**src/rtl/svpwm_pkg.sv**
```systemverilog
// ----------------------------------------------------------------------------
// svpwm_pkg
// shared widths, reset values, sector codes and fixed-point constants for the
// six-sector space vector pwm duty calculator
// ----------------------------------------------------------------------------
package svpwm_pkg;

  localparam int FRAC_BITS_DEF = 16;
  localparam int VOLT_W        = 16;
  localparam int PERIOD_W      = 16;
  localparam int SECTOR_W      = 3;

  localparam logic [PERIOD_W-1:0] PERIOD_RST = 16'd999;

  // sqrt(3) with 30 fraction bits
  localparam logic [63:0] SQ3_Q30 = 64'd1859775393;

  typedef logic [SECTOR_W-1:0] sector_t;

  localparam sector_t SEC_NONE = 3'd0;
  localparam sector_t SEC_1    = 3'd1;
  localparam sector_t SEC_2    = 3'd2;
  localparam sector_t SEC_3    = 3'd3;
  localparam sector_t SEC_4    = 3'd4;
  localparam sector_t SEC_5    = 3'd5;
  localparam sector_t SEC_6    = 3'd6;

  // sqrt(3) rounded to frac fraction bits
  function automatic logic [63:0] sq3_const(input int frac);
    return (SQ3_Q30 + (64'd1 << (29 - frac))) >> (30 - frac);
  endfunction

  // sqrt(3)/2 rounded to frac fraction bits
  function automatic logic [63:0] sq3h_const(input int frac);
    return (SQ3_Q30 + (64'd1 << (30 - frac))) >> (31 - frac);
  endfunction

  // index bits: {y term negative, z term negative, x term positive}
  function automatic sector_t sector_lookup(input logic [2:0] idx);
    sector_t s;
    unique case (idx)
      3'd0:    s = SEC_NONE;
      3'd1:    s = SEC_2;
      3'd2:    s = SEC_6;
      3'd3:    s = SEC_1;
      3'd4:    s = SEC_4;
      3'd5:    s = SEC_3;
      3'd6:    s = SEC_5;
      default: s = SEC_NONE;
    endcase
    return s;
  endfunction

endpackage

```
**src/rtl/svpwm_div.sv**
```systemverilog
// ----------------------------------------------------------------------------
// svpwm_div
// two-lane pipelined restoring divider, one quotient bit per stage,
// q = floor(num * 2^FRAC_BITS / den) with a shared divisor and a side tag
// ----------------------------------------------------------------------------
module svpwm_div #(
  parameter int FRAC_BITS = svpwm_pkg::FRAC_BITS_DEF,
  parameter int TAG_W     = 8
) (
  input  logic                  clk,
  input  logic                  rst_n,
  input  logic                  in_valid,
  output logic                  in_ready,
  input  logic [FRAC_BITS+1:0]  in_num1,
  input  logic [FRAC_BITS+1:0]  in_num2,
  input  logic [FRAC_BITS+2:0]  in_den,
  input  logic [TAG_W-1:0]      in_tag,
  output logic                  out_valid,
  input  logic                  out_ready,
  output logic [FRAC_BITS:0]    out_q1,
  output logic [FRAC_BITS:0]    out_q2,
  output logic [TAG_W-1:0]      out_tag
);
  import svpwm_pkg::*;

  localparam int TW    = FRAC_BITS + 2;
  localparam int SW    = FRAC_BITS + 3;
  localparam int QW    = FRAC_BITS + 1;
  localparam int NS    = QW;
  localparam int LANES = 2;

  logic [NS-1:0]    v_r;
  logic [NS-1:0]    rdy;
  logic [NS-1:0]    v_in;
  logic [TW-1:0]    num     [LANES];
  logic [SW-1:0]    rem_in  [NS][LANES];
  logic             bit_in  [NS][LANES];
  logic [QW-1:0]    q_in    [NS][LANES];
  logic [SW-1:0]    den_in  [NS];
  logic [TAG_W-1:0] tag_in  [NS];
  logic [SW-1:0]    rem_nxt [NS][LANES];
  logic [QW-1:0]    q_nxt   [NS][LANES];
  logic [SW-1:0]    rem_r   [NS][LANES];
  logic [QW-1:0]    q_r     [NS][LANES];
  logic [SW-1:0]    den_r   [NS];
  logic [TAG_W-1:0] tag_r   [NS];

  assign num[0] = in_num1;
  assign num[1] = in_num2;

  assign rdy[NS-1] = !v_r[NS-1] || out_ready;
  for (genvar k = 0; k < NS - 1; k++) begin : g_rdy
    assign rdy[k] = !v_r[k] || rdy[k+1];
  end

  for (genvar j = 0; j < NS; j++) begin : g_stage
    if (j == 0) begin : g_first
      assign v_in[j]   = in_valid;
      assign den_in[j] = in_den;
      assign tag_in[j] = in_tag;
      for (genvar l = 0; l < LANES; l++) begin : g_lane
        assign rem_in[j][l] = SW'(num[l] >> 1);
        assign bit_in[j][l] = num[l][0];
        assign q_in[j][l]   = '0;
      end
    end else begin : g_next
      assign v_in[j]   = v_r[j-1];
      assign den_in[j] = den_r[j-1];
      assign tag_in[j] = tag_r[j-1];
      for (genvar l = 0; l < LANES; l++) begin : g_lane
        assign rem_in[j][l] = rem_r[j-1][l];
        assign bit_in[j][l] = 1'b0;
        assign q_in[j][l]   = q_r[j-1][l];
      end
    end
  end

  always_comb begin
    logic [SW:0] r2;
    logic        ge;
    r2 = '0;
    ge = 1'b0;
    for (int j = 0; j < NS; j++) begin
      for (int l = 0; l < LANES; l++) begin
        r2 = {rem_in[j][l], bit_in[j][l]};
        ge = r2 >= {1'b0, den_in[j]};
        rem_nxt[j][l] = ge ? SW'(r2 - {1'b0, den_in[j]}) : r2[SW-1:0];
        q_nxt[j][l]   = {q_in[j][l][QW-2:0], ge};
      end
    end
  end

  always_ff @(posedge clk) begin
    if (!rst_n) begin
      v_r <= '0;
    end else begin
      for (int j = 0; j < NS; j++) begin
        if (rdy[j]) v_r[j] <= v_in[j];
      end
    end
  end

  always_ff @(posedge clk) begin
    for (int j = 0; j < NS; j++) begin
      if (rdy[j]) begin
        den_r[j] <= den_in[j];
        tag_r[j] <= tag_in[j];
        for (int l = 0; l < LANES; l++) begin
          rem_r[j][l] <= rem_nxt[j][l];
          q_r[j][l]   <= q_nxt[j][l];
        end
      end
    end
  end

  assign in_ready  = rdy[0];
  assign out_valid = v_r[NS-1];
  assign out_q1    = q_r[NS-1][0];
  assign out_q2    = q_r[NS-1][1];
  assign out_tag   = tag_r[NS-1];

endmodule

```
**config.mk**
```make
export PLATFORM = sky130hd
export DESIGN_NAME = svpwm_div
export DESIGN_NICKNAME = d
export VERILOG_FILES = /design/src/rtl/svpwm_pkg.sv /design/src/rtl/svpwm_div.sv
export SDC_FILE = /design/constraint.sdc
export NUM_CORES = 2
export LEC_CHECK = 0
export BUFFER_PORTS_ARGS = -buffer_cell sky130_fd_sc_hd__buf_4
export CAP_MARGIN = 10
export CORE_UTILIZATION = 40
export DETAILED_ROUTE_END_ITERATION = 10
export PLACE_DENSITY = 0.53
export SYNTH_ARGS = -nofsm -noshare
export SYNTH_HDL_FRONTEND = slang
export SYNTH_SLANG_ARGS = --single-unit
```
**constraint.sdc**
```tcl
create_clock -name clk -period 12.6 [get_ports clk]
set_input_delay 1.26 -clock clk [delete_from_list [all_inputs] [get_ports clk]]
set_output_delay 1.26 -clock clk [all_outputs]
set_load 0.01 [all_outputs]
```
# Word level (Yosys, flattened, before mapping)
# Memory sizes are Yosys's and may differ from the RTL's.
# Cells that the tools add are included.
# op_classes
add_sub_neg,34
order_cmp,34
n_mux,68
n_reduce_logical,34
# ops
operator,count
2-to-1 mux 19 bit,34
>= comparator 20 x 19 -> 1 bit,32
subtractor 19 bit,32
>= comparator 18 x 19 -> 1 bit,2
subtractor 18 x 19 -> 19 bit,2
2-to-1 mux 1 bit,34
logical NOT 1 bit,17
logical OR 1 bit,17
# totals
ramBits,1683
in_bits,67
word_cells,191
out_inout_bits,44
regBits,17
mem_count,4
# mem_list
memory,depth,width,read_ports,rd_clocked_by_memory_dff,write_ports,line,source
rem_r,17,38,16,0,17,svpwm_div.sv:43,logic [SW-1:0] rem_r [NS][LANES];
q_r,17,34,17,0,17,svpwm_div.sv:44,logic [QW-1:0] q_r [NS][LANES];
den_r,17,19,16,0,17,svpwm_div.sv:45,logic [SW-1:0] den_r [NS];
tag_r,17,8,17,0,17,svpwm_div.sv:46,logic [TAG_W-1:0] tag_r [NS];

# Depth between registers and ports, before layout
# logic_depth
depth_word,20
mapped_depth,13
mapped_depth_nobuf,12

# Least setup slack after synthesis
# OpenSTA, ideal clock, no wires.
# synth_timing
path_type,in2out
from,in out_ready
to,out in_ready
t_arrival_ns,6.740
setup_slack_ns,4.600
n_path_buf,0
t_required_ns,11.340
stages,9
cell_sequence,nor2b_1 -> inv_1 -> nor2_1 -> and2_1 -> inv_1 -> nor3_1 -> and3_1 -> and2_1 -> nand2_1
# synth_between
elab_chain_cells,17
# synth_lines
item,line,source
start: declaration,svpwm_div.sv:19,"input logic out_ready,"
logical OR 1 bit,svpwm_div.sv:51,assign rdy[NS-1] = !v_r[NS-1] || out_ready;
via rdy[16],svpwm_div.sv:33,logic [NS-1:0] rdy;
logical OR 1 bit (5 in a row),svpwm_div.sv:53,assign rdy[k] = !v_r[k] || rdy[k+1];
via rdy[11],svpwm_div.sv:33,
logical OR 1 bit (11 in a row),svpwm_div.sv:53,
end: declaration,svpwm_div.sv:13,"output logic in_ready,"
# The timed path passes the listed nets, and every way through them passes these cells.

# Final worst setup path
# Ends and elaborated chain as after synthesis.

==> flow_metrics.env <==
export IMPL_status="complete, no violations"
export IMPL_period_needed_ns=6.20
export IMPL_slew_headroom=0.234
export IMPL_setup_worst_path_end_class="primary output"
export IMPL_peakVddDrop_mv=0.111
export IMPL_crit_family="simple AND/OR/NAND/NOR gates"
export IMPL_path_max_fanout=43
export IMPL_post_route_drc_count=0
export IMPL_cts_sinks=1371
export IMPL_wl_mm=185
export IMPL_drv_slew=0
export IMPL_gp_congestion=0.890
export IMPL_critical_path_class="primary input to primary output"
export IMPL_synth_xor_area_frac=0.0489
export IMPL_io_buffers=110
export IMPL_clock_latency_ns=0.81
export IMPL_pin_count=111
export IMPL_synth_flop_cell="edfxtp_1"
export IMPL_dieHeight_um=441
export IMPL_drt_iter0_drc=3139
export IMPL_reg2reg_from="v_r[16]$_SDFFE_PN0P_"
export IMPL_min_to="q_r[12][19]$_DFFE_PP_"
export IMPL_synthMuxAreaShare=0.0664
export IMPL_layout_drive_gt1_share=0.122
export IMPL_start_util=0.404
export IMPL_grt_overflow_total=0
export IMPL_crit_top_cell="buf_4"
export IMPL_ant_nets=0
export IMPL_chipWidth_um=441
export IMPL_root_buffer="clkbuf_16"
export IMPL_clock_skew_ns=0.0611
export IMPL_grt_pass1_wl_mm=283
export IMPL_met1_usage=0.250
export IMPL_crit_buf_inv=6
export IMPL_synth_area_sq_um=77200
export IMPL_setup_viol=0
export IMPL_synth_edf_count=1354
export IMPL_crit_slowest_cell="nor3_1"
export IMPL_hold_path_startpoint="q_r[11][18]$_DFFE_PP_"
export IMPL_wire_per_inst_um=20.1
export IMPL_crit_arrival_ns=4.94
export IMPL_whs_path_depth=0
export IMPL_power_total_w=0.0232
export IMPL_syn_to_final_growth_pct=11.7
export IMPL_yosys_area_share_simple=0.0844
export IMPL_cts_clk_slew_worst_paths_ns=0.06
export IMPL_layout_common_cells="1354 x edfxtp_1, 642 x ha_1, 480 x inv_1"
export IMPL_cp_cell_sequence="buf_4 > nor2b_1 > inv_2 > buf_4 > nor2_1 > and2_1 > inv_4 > nor3_1 > and3_1 > and2_1 > nand2_2 > buf_4 > buf_4"
export IMPL_post_cts_buffers=0
export IMPL_reg2reg_depth=12
export IMPL_netlist_instances=6356
export IMPL_max_freq_mhz=161
export IMPL_ys_seq_area_frac=0.531
export IMPL_finalSetupTns_ns=0
export IMPL_rrSetupSlack_ns=8.24
export IMPL_power_per_cell_area_nw_per_um2=268
export IMPL_vias=49000
export IMPL_timing_rr_end="rem_r[0][14]$_DFFE_PP_"
export IMPL_grt_most_used_layer="met2"
export IMPL_gr_usage_met3=0.0248
export IMPL_final_common_cell="edfxtp_1"
export IMPL_synth_top_family_by_area="compound AO/OA/AOI/OAI gates"
export IMPL_grt_usage=0.188
export IMPL_cts_made_buffers=154
export IMPL_min_period_over_period=0.492
export IMPL_antenna_found_initial=0
export IMPL_vias_per_cell=5.33
export IMPL_fp_coreArea_sq_um=191000
export IMPL_htreeDepth=4
export IMPL_ctsHoldBuffers=0
export IMPL_nets=7303
export IMPL_grtUsageMet2=0.324
export IMPL_worstPathRequired_ns=11.34
export IMPL_rsz0062_at_grt="no"
export IMPL_cts_tree="done"
export IMPL_synth_adder_area_share=0.112
export IMPL_async_flop_share=0
export IMPL_antenna_cells=0
export IMPL_grt_pass1_vias=48100
export IMPL_yosysWarningCount=0
export IMPL_p_leak_nw=35.2
export IMPL_ys_ff_latch=1371
export IMPL_die_area_sq_um=195000
export IMPL_crit_path_start_kind="primary input"
export IMPL_critPathMaxStageDelay_ns=0.68
export IMPL_cap_viol_max_count=0
export IMPL_num_rows=160
export IMPL_synth_cell_types=75
export IMPL_synth_fp_nets=7097
export IMPL_min_path_type="register to register"
export IMPL_grt_max_degree=78
export IMPL_tightest_slew_ns=1.15
export IMPL_synth_compound_area_frac=0.127
export IMPL_dp_hpwl_mm=144
export IMPL_post_cts_resized=0
export IMPL_finalHoldViolations=0
export IMPL_avgSynthCellArea_sq_um=12.2
export IMPL_drtPass1Iterations=6
export IMPL_cts_buffer_depth=3
worst register-to-register path, delay by kind of cell, from the launching register on:
kind                   cells  cell delay, ns
buffers and inverters      5            1.30
flip-flops                 1            0.32
AND/OR/NAND/NOR            7            2.41
stage by stage:
stage          area (sq um)  std cells  setup slack (ns)  hold WS, ns  utilization
5_1_grt               86300       9197              5.94        0.409        0.452
3_5_place_dp          81200       8916              6.27        0.405        0.425
6_report              86300       9197              6.40        0.407        0.452
3_3_place_gp          81200       8916              6.30        0.400        0.425
4_1_cts               86300       9196              6.26        0.401        0.452
2_1_floorplan         77200       6356              4.60        0.400            -
where the power goes:
group | switching [W] | internal, W
Combinational | 0.00563 | 0.00486
Sequential | 0.000956 | 0.00724
Clock | 0.00189 | 0.00257
Total | 0.00848 | 0.0147
cells by family (layout without fill, tap and decap cells):
group           Yosys count  after routing
compound gates         1510           1510
simple gates           1349           1349
flops                  1371           1371
fa+ha+maj               674            674
mux                     438            438
buf+inv                 583            913
xor+xnor                431            431
cell type report:
type / count / area, sq um
Timing Repair Buffer: 144 / 1080
Clock buffer: 179 / 3950
Multi-Input combinational cell: 4402 / 34100
Clock inverter: 101 / 1140
Inverter: 489 / 1850
Tap cell: 2511 / 3140
Fill cell: 17400 / 105000
Sequential cell: 1371 / 41000
routing by layer:
metal	vias to the layer above	wire length [um]
met5	-	0
met4	0	3550
met3	206	6120
met2	831	91300
met1	23700	84100
li1	24300	-
registers in the layout (all words and copies together) (netlist names):
register  count
v_r          17
rem_r       608
tag_r       136
q_r         306
den_r       304
how the worst max path moves through the flow:
| stage | slack [ns] | startpoint | cells past startpoint | end |
|---|---|---|---|---|
| 2_1_floorplan | 4.60 | out_ready | 9 | in_ready |
| 3_3_place_gp | 6.30 | out_ready | 13 | in_ready |
| 3_5_place_dp | 6.27 | out_ready | 13 | in_ready |
| 4_1_cts | 6.26 | out_ready | 13 | in_ready |
| 5_1_grt | 5.94 | out_ready | 13 | in_ready |
| 6_report | 6.40 | out_ready | 13 | in_ready |
Yosys cell counts (32+ instances only):
master / number / area share
edfxtp_1: 1354 / 0.53
ha_1: 642 / 0.10
inv_1: 489 / 0.024
a21oi_1: 410 / 0.027
nor2_1: 399 / 0.019
nand2_1: 392 / 0.019
o21ai_0: 329 / 0.021
mux2_2: 306 / 0.045
xnor2_1: 272 / 0.031
a21o_1: 185 / 0.018
xor2_1: 159 / 0.018
o21a_1: 114 / 0.011
nor3_1: 90 / 0.0058
nor2b_1: 78 / 0.0063
nand4_1: 77 / 0.0062
mux2_4: 70 / 0.014
nand2b_1: 61 / 0.0049
a211oi_1: 55 / 0.0053
a31oi_1: 54 / 0.0044
mux2i_1: 54 / 0.0070
clkbuf_1: 53 / 0.0026
o31ai_1: 53 / 0.0052
nand3_1: 51 / 0.0033
and3_1: 43 / 0.0035
nand3b_1: 35 / 0.0034
o21bai_1: 35 / 0.0034
a21boi_0: 34 / 0.0033
o311ai_0: 33 / 0.0037
fa_1: 32 / 0.0083
Power figures use the tool's default switching activity.
