**config.mk**
```make
export PLATFORM = sky130hd
export DESIGN_NAME = svpwm_cmp
export DESIGN_NICKNAME = d
export VERILOG_FILES = /design/src/rtl/svpwm_pkg.sv /design/src/rtl/svpwm_cmp.sv
export SDC_FILE = /design/constraint.sdc
export NUM_CORES = 2
export LEC_CHECK = 0
export BUFFER_PORTS_ARGS = -buffer_cell sky130_fd_sc_hd__buf_2
export CAP_MARGIN = 20
export CORE_MARGIN = 5
export CORE_UTILIZATION = 30
export CTS_CLUSTER_SIZE = 12
export DETAILED_ROUTE_END_ITERATION = 8
export PLACE_DENSITY = 0.48
export SKIP_LAST_GASP = 1
export SLEW_MARGIN = 20
export SYNTH_ARGS = -nofsm -noshare
export SYNTH_HDL_FRONTEND = slang
export SYNTH_SLANG_ARGS = --single-unit
```
**constraint.sdc**
```tcl
create_clock -name clk -period 8.3 [get_ports clk]
set_input_delay 0.83 -clock clk [delete_from_list [all_inputs] [get_ports clk]]
set_output_delay 0.83 -clock clk [all_outputs]
set_load 0.05 [all_outputs]
```
**src/rtl/svpwm_pkg.sv**
```systemverilog
// ----------------------------------------------------------------------------
// svpwm_pkg
// shared widths, reset values, sector codes and fixed-point constants for the
// six-sector space vector pwm duty calculator
// ----------------------------------------------------------------------------
package svpwm_pkg;

  localparam int FRAC_BITS_DEF = 16;
  localparam int VOLT_W        = 16;
  localparam int PERIOD_W      = 16;
  localparam int SECTOR_W      = 3;

  localparam logic [PERIOD_W-1:0] PERIOD_RST = 16'd999;

  // sqrt(3) with 30 fraction bits
  localparam logic [63:0] SQ3_Q30 = 64'd1859775393;

  typedef logic [SECTOR_W-1:0] sector_t;

  localparam sector_t SEC_NONE = 3'd0;
  localparam sector_t SEC_1    = 3'd1;
  localparam sector_t SEC_2    = 3'd2;
  localparam sector_t SEC_3    = 3'd3;
  localparam sector_t SEC_4    = 3'd4;
  localparam sector_t SEC_5    = 3'd5;
  localparam sector_t SEC_6    = 3'd6;

  // sqrt(3) rounded to frac fraction bits
  function automatic logic [63:0] sq3_const(input int frac);
    return (SQ3_Q30 + (64'd1 << (29 - frac))) >> (30 - frac);
  endfunction

  // sqrt(3)/2 rounded to frac fraction bits
  function automatic logic [63:0] sq3h_const(input int frac);
    return (SQ3_Q30 + (64'd1 << (30 - frac))) >> (31 - frac);
  endfunction

  // index bits: {y term negative, z term negative, x term positive}
  function automatic sector_t sector_lookup(input logic [2:0] idx);
    sector_t s;
    unique case (idx)
      3'd0:    s = SEC_NONE;
      3'd1:    s = SEC_2;
      3'd2:    s = SEC_6;
      3'd3:    s = SEC_1;
      3'd4:    s = SEC_4;
      3'd5:    s = SEC_3;
      3'd6:    s = SEC_5;
      default: s = SEC_NONE;
    endcase
    return s;
  endfunction

endpackage

```
**src/rtl/svpwm_cmp.sv**
```systemverilog
// ----------------------------------------------------------------------------
// svpwm_cmp
// three-stage back end: phase on-times per sector, scaling by period plus one,
// saturation to the period and the output register
// ----------------------------------------------------------------------------
module svpwm_cmp #(
  parameter int FRAC_BITS = svpwm_pkg::FRAC_BITS_DEF
) (
  input  logic                              clk,
  input  logic                              rst_n,
  input  logic [svpwm_pkg::PERIOD_W-1:0]    reload,
  input  logic                              in_valid,
  output logic                              in_ready,
  input  svpwm_pkg::sector_t                in_sec,
  input  logic                              in_over,
  input  logic [FRAC_BITS-1:0]              in_t0h,
  input  logic [FRAC_BITS+1:0]              in_t1,
  input  logic [FRAC_BITS+1:0]              in_t2,
  input  logic [FRAC_BITS:0]                in_q1,
  input  logic [FRAC_BITS:0]                in_q2,
  output logic                              out_valid,
  input  logic                              out_stall,
  output svpwm_pkg::sector_t                out_sector,
  output logic [svpwm_pkg::PERIOD_W-1:0]    out_compare_a,
  output logic [svpwm_pkg::PERIOD_W-1:0]    out_compare_b,
  output logic [svpwm_pkg::PERIOD_W-1:0]    out_compare_c,
  output logic                              out_overmodulated
);
  import svpwm_pkg::*;

  localparam int OW    = FRAC_BITS + 1;
  localparam int PW    = OW + PERIOD_W + 1;
  localparam int CW    = PW - FRAC_BITS;
  localparam int NS    = 3;
  localparam int PH    = 3;
  localparam logic [OW-1:0] HALF = OW'(64'd1 << (FRAC_BITS - 1));

  logic [NS-1:0]         v_r;
  logic [NS-1:0]         rdy;
  logic [OW-1:0]         tt1, tt2, h;
  logic [OW-1:0]         on_nxt  [PH];
  logic [OW-1:0]         on_r    [PH];
  logic [PW-1:0]         prod_r  [PH];
  logic [CW-1:0]         c_full  [PH];
  logic [PERIOD_W-1:0]   cmp_r   [PH];
  logic [PERIOD_W:0]     pp;
  sector_t               sec0_r, sec1_r, sec2_r;
  logic                  over0_r, over1_r, over2_r;

  assign rdy[NS-1] = !v_r[NS-1] || !out_stall;
  for (genvar k = 0; k < NS - 1; k++) begin : g_rdy
    assign rdy[k] = !v_r[k] || rdy[k+1];
  end

  always_ff @(posedge clk) begin
    if (!rst_n) begin
      v_r <= '0;
    end else begin
      if (rdy[0]) v_r[0] <= in_valid;
      for (int k = 1; k < NS; k++) begin
        if (rdy[k]) v_r[k] <= v_r[k-1];
      end
    end
  end

  assign tt1 = in_over ? in_q1 : in_t1[OW-1:0];
  assign tt2 = in_over ? in_q2 : in_t2[OW-1:0];
  assign h   = OW'(in_t0h);

  always_comb begin
    on_nxt[0] = HALF;
    on_nxt[1] = HALF;
    on_nxt[2] = HALF;
    unique case (in_sec)
      SEC_1: begin
        on_nxt[0] = tt1 + tt2 + h;
        on_nxt[1] = tt2 + h;
        on_nxt[2] = h;
      end
      SEC_2: begin
        on_nxt[0] = tt1 + h;
        on_nxt[1] = tt1 + tt2 + h;
        on_nxt[2] = h;
      end
      SEC_3: begin
        on_nxt[0] = h;
        on_nxt[1] = tt1 + tt2 + h;
        on_nxt[2] = tt2 + h;
      end
      SEC_4: begin
        on_nxt[0] = h;
        on_nxt[1] = tt1 + h;
        on_nxt[2] = tt1 + tt2 + h;
      end
      SEC_5: begin
        on_nxt[0] = tt2 + h;
        on_nxt[1] = h;
        on_nxt[2] = tt1 + tt2 + h;
      end
      SEC_6: begin
        on_nxt[0] = tt1 + tt2 + h;
        on_nxt[1] = h;
        on_nxt[2] = tt1 + h;
      end
      default: begin
        on_nxt[0] = HALF;
        on_nxt[1] = HALF;
        on_nxt[2] = HALF;
      end
    endcase
  end

  assign pp = {1'b0, reload} + (PERIOD_W+1)'(1);

  for (genvar i = 0; i < PH; i++) begin : g_full
    assign c_full[i] = prod_r[i][PW-1:FRAC_BITS];
  end

  always_ff @(posedge clk) begin
    if (rdy[0]) begin
      sec0_r  <= in_sec;
      over0_r <= in_over;
      for (int i = 0; i < PH; i++) on_r[i] <= on_nxt[i];
    end
    if (rdy[1]) begin
      sec1_r  <= sec0_r;
      over1_r <= over0_r;
      for (int i = 0; i < PH; i++) prod_r[i] <= PW'(on_r[i]) * PW'(pp);
    end
    if (rdy[2]) begin
      sec2_r  <= sec1_r;
      over2_r <= over1_r;
      for (int i = 0; i < PH; i++) begin
        cmp_r[i] <= (c_full[i] > CW'(reload)) ? reload : c_full[i][PERIOD_W-1:0];
      end
    end
  end

  assign in_ready          = rdy[0];
  assign out_valid         = v_r[NS-1];
  assign out_sector        = sec2_r;
  assign out_compare_a     = cmp_r[0];
  assign out_compare_b     = cmp_r[1];
  assign out_compare_c     = cmp_r[2];
  assign out_overmodulated = over2_r;

endmodule

```
## Yosys cells after proc, flatten, opt, wreduce, memory -nomap -nowiden

Memories as Yosys holds them, arrays and structs flattened.
Index checks and enable logic that the tools add are counted.

- Input bits: 110
- Register bits: 15
- Output and inout port bits: 54
- RAM bits: 201
- Word-level logic and storage cells: 48
- Memories: 3

- Add/subtract/negate cells: 5
- Equality and inequality tests: 6
- Muxes and demuxes: 12
- Multiply operators: 3
- Reduce and logical (&&, ||, !) cells: 7
- Magnitude comparators: 3

Memories:

| memory | depth | bits a word | read ports | clocked after Yosys merged registers in | write ports | line | source |
|---|---|---|---|---|---|---|---|
| prod_r | 3 | 34 | 3 | 0 | 3 | svpwm_cmp.sv:43 | `logic [PW-1:0] prod_r [PH];` |
| on_r | 3 | 17 | 3 | 0 | 3 | svpwm_cmp.sv:42 | `logic [OW-1:0] on_r [PH];` |
| cmp_r | 3 | 16 | 3 | 0 | 3 | svpwm_cmp.sv:45 | `logic [PERIOD_W-1:0] cmp_r [PH];` |

Operators by type and width:

| kind | number |
|---|---|
| $pmux W51 S6 | 1 |
| $mul A17 B17 Y34 | 3 |
| $gt A18 B16 Y1 | 3 |
| $add A17 B16 Y17 | 3 |
| $mux W16 | 3 |
| $mux W17 | 2 |
| $add A16 B1 Y17 const B | 1 |
| $add A17 B17 Y17 | 1 |
| $eq A3 B3 Y1 const B | 3 |
| $eq A3 B2 Y1 const B | 2 |
| $mux W1 | 6 |
| $logic_not A1 Y1 | 4 |
| $eq A3 B1 Y1 const B | 1 |
| $logic_or A1 B1 Y1 | 3 |

## Logic depth before layout (Yosys ltp)

- Depth after elaboration: 6
- Mapped depth: 31
- Gate-level depth less buffers: 29

## Worst setup path after synthesis

Ideal clock, no wire load.

- Kind: input-to-reg
- Start point: in reload[5] (netlist name)
- End point: mem prod_r[0][33] (netlist name), data pin
- Setup slack: 0.758 ns
- Stages: 28
- Buffers on the path: 2
- Data required time: 8.040 ns
- Arrival time: 7.282 ns
- Cells stage by stage: buf_2 -> nand2_1 -> nor4_1 -> nand2_1 -> nor2_1 -> nand2_1 -> xnor2_1 -> clkbuf_1 -> nand2_1 -> fa_1 -> inv_1 -> fa_1 -> fa_1 -> fa_1 -> fa_1 -> inv_1 -> fa_1 -> inv_1 -> ha_1 -> a211oi_1 -> o21ai_0 -> a211oi_1 -> o211ai_1 -> o221ai_2 -> o2111ai_1 -> a21o_1 -> a21o_1 -> xnor2_1

RTL lines:

| what | line | source |
|---|---|---|
| start: declaration | svpwm_cmp.sv:11 | `input logic [svpwm_pkg::PERIOD_W-1:0] reload,` |
| end: declaration | svpwm_cmp.sv:43 |  |

==> flow_metrics.tcl <==
set metrics [dict create \
    status "completed" \
    n_antenna_cell 0 \
    dp_slack_ns 0.0550 \
    start_kind "input port" \
    path_class "input port to register" \
    post-cts-setup-buffers 0 \
    critPathMaxStageDelay_ns 0.53 \
    clock.fmax_ghz 0.130 \
    grtUsageTotal_pct 16.6 \
    rsz0062_at_grt "no" \
    vias 28800 \
    io_pins 164 \
    wl_per_cell_um 18.4 \
    port_buffers 161 \
    totalNegativeSetupSlack_ns 0 \
    dr_wl_met2_mm 55.6 \
    drt_iter0_markers 1518 \
    area_growth_pct 10.9 \
    critPathRequiredTime_ns 8.54 \
    die_area_um2 137000 \
    clk_latency_ns 0.50 \
    min_from "sec0_r[1]$_DFFE_PP_" \
    timing.rr.end "prod_r[0][33]$_DFFE_PP_" \
    setup_viol 0 \
    grt_max_degree 87 \
    tightest_slew_ns 1.10 \
    die_h_um 370 \
    viasPerCell 4.72 \
    cp-end-kind "register" \
    grt_antenna_before_repair 2 \
    drt_wl_total_mm 112 \
    finalCriticalPeriod_ns 7.69 \
    initial_utilization_pct 30.1 \
    whs_path_depth 0 \
    synth_warnings 0 \
    cts.repair.resized 0 \
    core-area_um2 129000 \
    synth-seq-cells 168 \
    slew_headroom_pct 26.5 \
    wl_met1_mm 50.8 \
    n_fill_cell 13400 \
    rr_worst_depth 23 \
    grt_pass1_wl_mm 177 \
    wl_met3_mm 4.11 \
    ctsHtreeMaxLevel 4 \
    cp_slowest_cell "fa_1" \
    ant_nets 0 \
    drv_slew 0 \
    clock_skew_ns 0.0220 \
    ys_seq_area_share_pct 12.9 \
    synth_top_cell_area_share_pct 35.3 \
    cts_buffer_depth 2 \
    nNetsFinal 5550 \
    drv_cap 0 \
    hold_violations 0 \
    num_rows 132 \
    maxUsedRoutingLayer "met4" \
    timing.hold.ws_ns 0.421 \
    async_flop_share_pct 0 \
    syn_inst 4215 \
    cts_tree "done" \
    critical_path.max_fanout 31 \
    ys_types 76 \
    grt_pass1_vias 30300 \
    synth.cell_area_um2 38800 \
    cts_made_buffers 17 \
    first_pass_iters 7 \
    grt_overflow 0 \
    synth-main-ff-cell "edfxtp_1" \
    syn_area_per_cell_um2 9.21 \
    yosysMostFrequentCell "inv_1" \
    synth_fp_nets 5424 \
    holdBufCountCts 0 \
    place_congestion 0.827 \
    dpl.hpwl_mm 89.2 \
    arrival_ns 7.93 \
    r2r_slack_ns 1.39 \
    min_period_over_period_pct 92.6 \
    clkTransAtPathRegs_ns 0.07 \
    drive_gt1_share_pct 10.4 \
    min_to "sec1_r[1]$_DFFE_PP_" \
    drc 0 \
    r2r-start "on_r[0][9]$_DFFE_PP_" \
    synth_area_leaders "fa_1 35%, ha_1 13%, edfxtp_1 13%" \
    root_buffer "clkbuf_16" \
    clock-sinks 168 \
    die_w_um 370 \
    netlist_top_cells_count "863 x inv_1, 685 x fa_1, 613 x nand2_1" \
    synth-edff-count 165 \
    synth_largest_area_cell "fa_1" \
    fin_ws_ns 0.612 \
    holdCritPathClass "register to register" \
]
==> layout make-up <==
type	instances	area, µm²	share of cell area (%)
multi-input cells	2988	29900	69.5
flip-flops and latches	168	5010	11.6
clock inverters	15	211	0.491
inverters	864	3240	7.53
repair buffers	302	2050	4.77
well taps	1742	2180	5.06
clock buffers	17	425	0.988
==> critical path, delay by kind of cell <==
| family | cells | cell delay, ns |
|---|---|---|
| compound gates | 7 | 1.10 |
| xor+xnor | 2 | 0.46 |
| fa+ha+maj | 7 | 3.28 |
| buf+inv | 11 | 1.22 |
| simple gates | 5 | 1.03 |
==> registers in the layout, summed over array words and instances, names as in the netlist <==
register / count
out_sector: 3
over1_r: 1
cmp_r: 48
over0_r: 1
prod_r: 54
sec1_r: 3
on_r: 51
out_overmodulated: 1
sec0_r: 3
v_r: 3
==> layout by cell type, fill, tap and decap left out, types with 7 or more instances in the layout <==
| cell type | instances |
|---|---|
| nor2_1 | 80 |
| inv_1 | 862 |
| buf_4 | 126 |
| fa_1 | 685 |
| xor2_1 | 37 |
| a21oi_1 | 144 |
| nor3_1 | 17 |
| o221ai_1 | 7 |
| clkbuf_16 | 17 |
| a211o_1 | 8 |
| and3_1 | 17 |
| a21o_1 | 69 |
| mux2_2 | 83 |
| nand3_1 | 50 |
| nand4_1 | 23 |
| a22oi_1 | 7 |
| buf_2 | 161 |
| and2_1 | 313 |
| a31oi_1 | 16 |
| ha_1 | 413 |
| xnor2_1 | 62 |
| buf_12 | 15 |
| nand2b_1 | 49 |
| a221oi_1 | 15 |
| clkinv_8 | 8 |
| nor2b_1 | 26 |
| edfxtp_1 | 165 |
| o21a_1 | 16 |
| o21bai_1 | 17 |
| nand2_1 | 611 |
| a211oi_1 | 14 |
| mux2i_1 | 11 |
| o21ai_0 | 85 |
| xnor2_2 | 14 |
==> cells by family (layout without fill, tap and decap cells) <==
group	after synthesis	after routing	synth area share, %
buf+inv	1059	1198	10.3
simple gates	1208	1208	14.9
flops	168	168	12.9
compound gates	472	472	7.94
fa+ha+maj	1099	1099	48.7
xor+xnor	115	115	2.63
mux	94	94	2.69
==> routing by layer <==
| metal | up-vias | global-route usage, % |
|---|---|---|
| li1 | 13400 | - |
| met1 | 14700 | 22.6 |
| met2 | 538 | 29.0 |
| met3 | 78 | 1.64 |
| met4 | 0 | 3.05 |
| met5 | - | 0 |
==> stage by stage <==
| stage | cells | area [µm²] | utilization, % |
|---|---|---|---|
| 3_3_place_gp | 6064 | 42400 | 32.9 |
| 6_report | 6096 | 43100 | 33.4 |
| 5_1_grt | 6096 | 43100 | 33.4 |
| 3_5_place_dp | 6064 | 42400 | 32.9 |
| 2_1_floorplan | 4215 | 38800 | - |
| 4_1_cts | 6096 | 43100 | 33.4 |
==> how the worst max path moves through the flow <==
stage              start                        to  slack, ns  cells past startpoint
3_5_place_dp   reload[3]  prod_r[0][101]$_DFFE_PP_       0.06                     32
6_report       reload[3]  prod_r[0][101]$_DFFE_PP_       0.61                     32
5_1_grt        reload[5]   prod_r[0][67]$_DFFE_PP_       0.15                     27
4_1_cts        reload[3]  prod_r[0][101]$_DFFE_PP_       0.59                     32
2_1_floorplan  reload[5]   prod_r[0][33]$_DFFE_PP_       0.76                     28
3_3_place_gp   reload[3]  prod_r[0][101]$_DFFE_PP_       0.06                     32
Power is not shown: default switching activity piles up to over one toggle a cycle in this logic, so the estimate is an artifact.
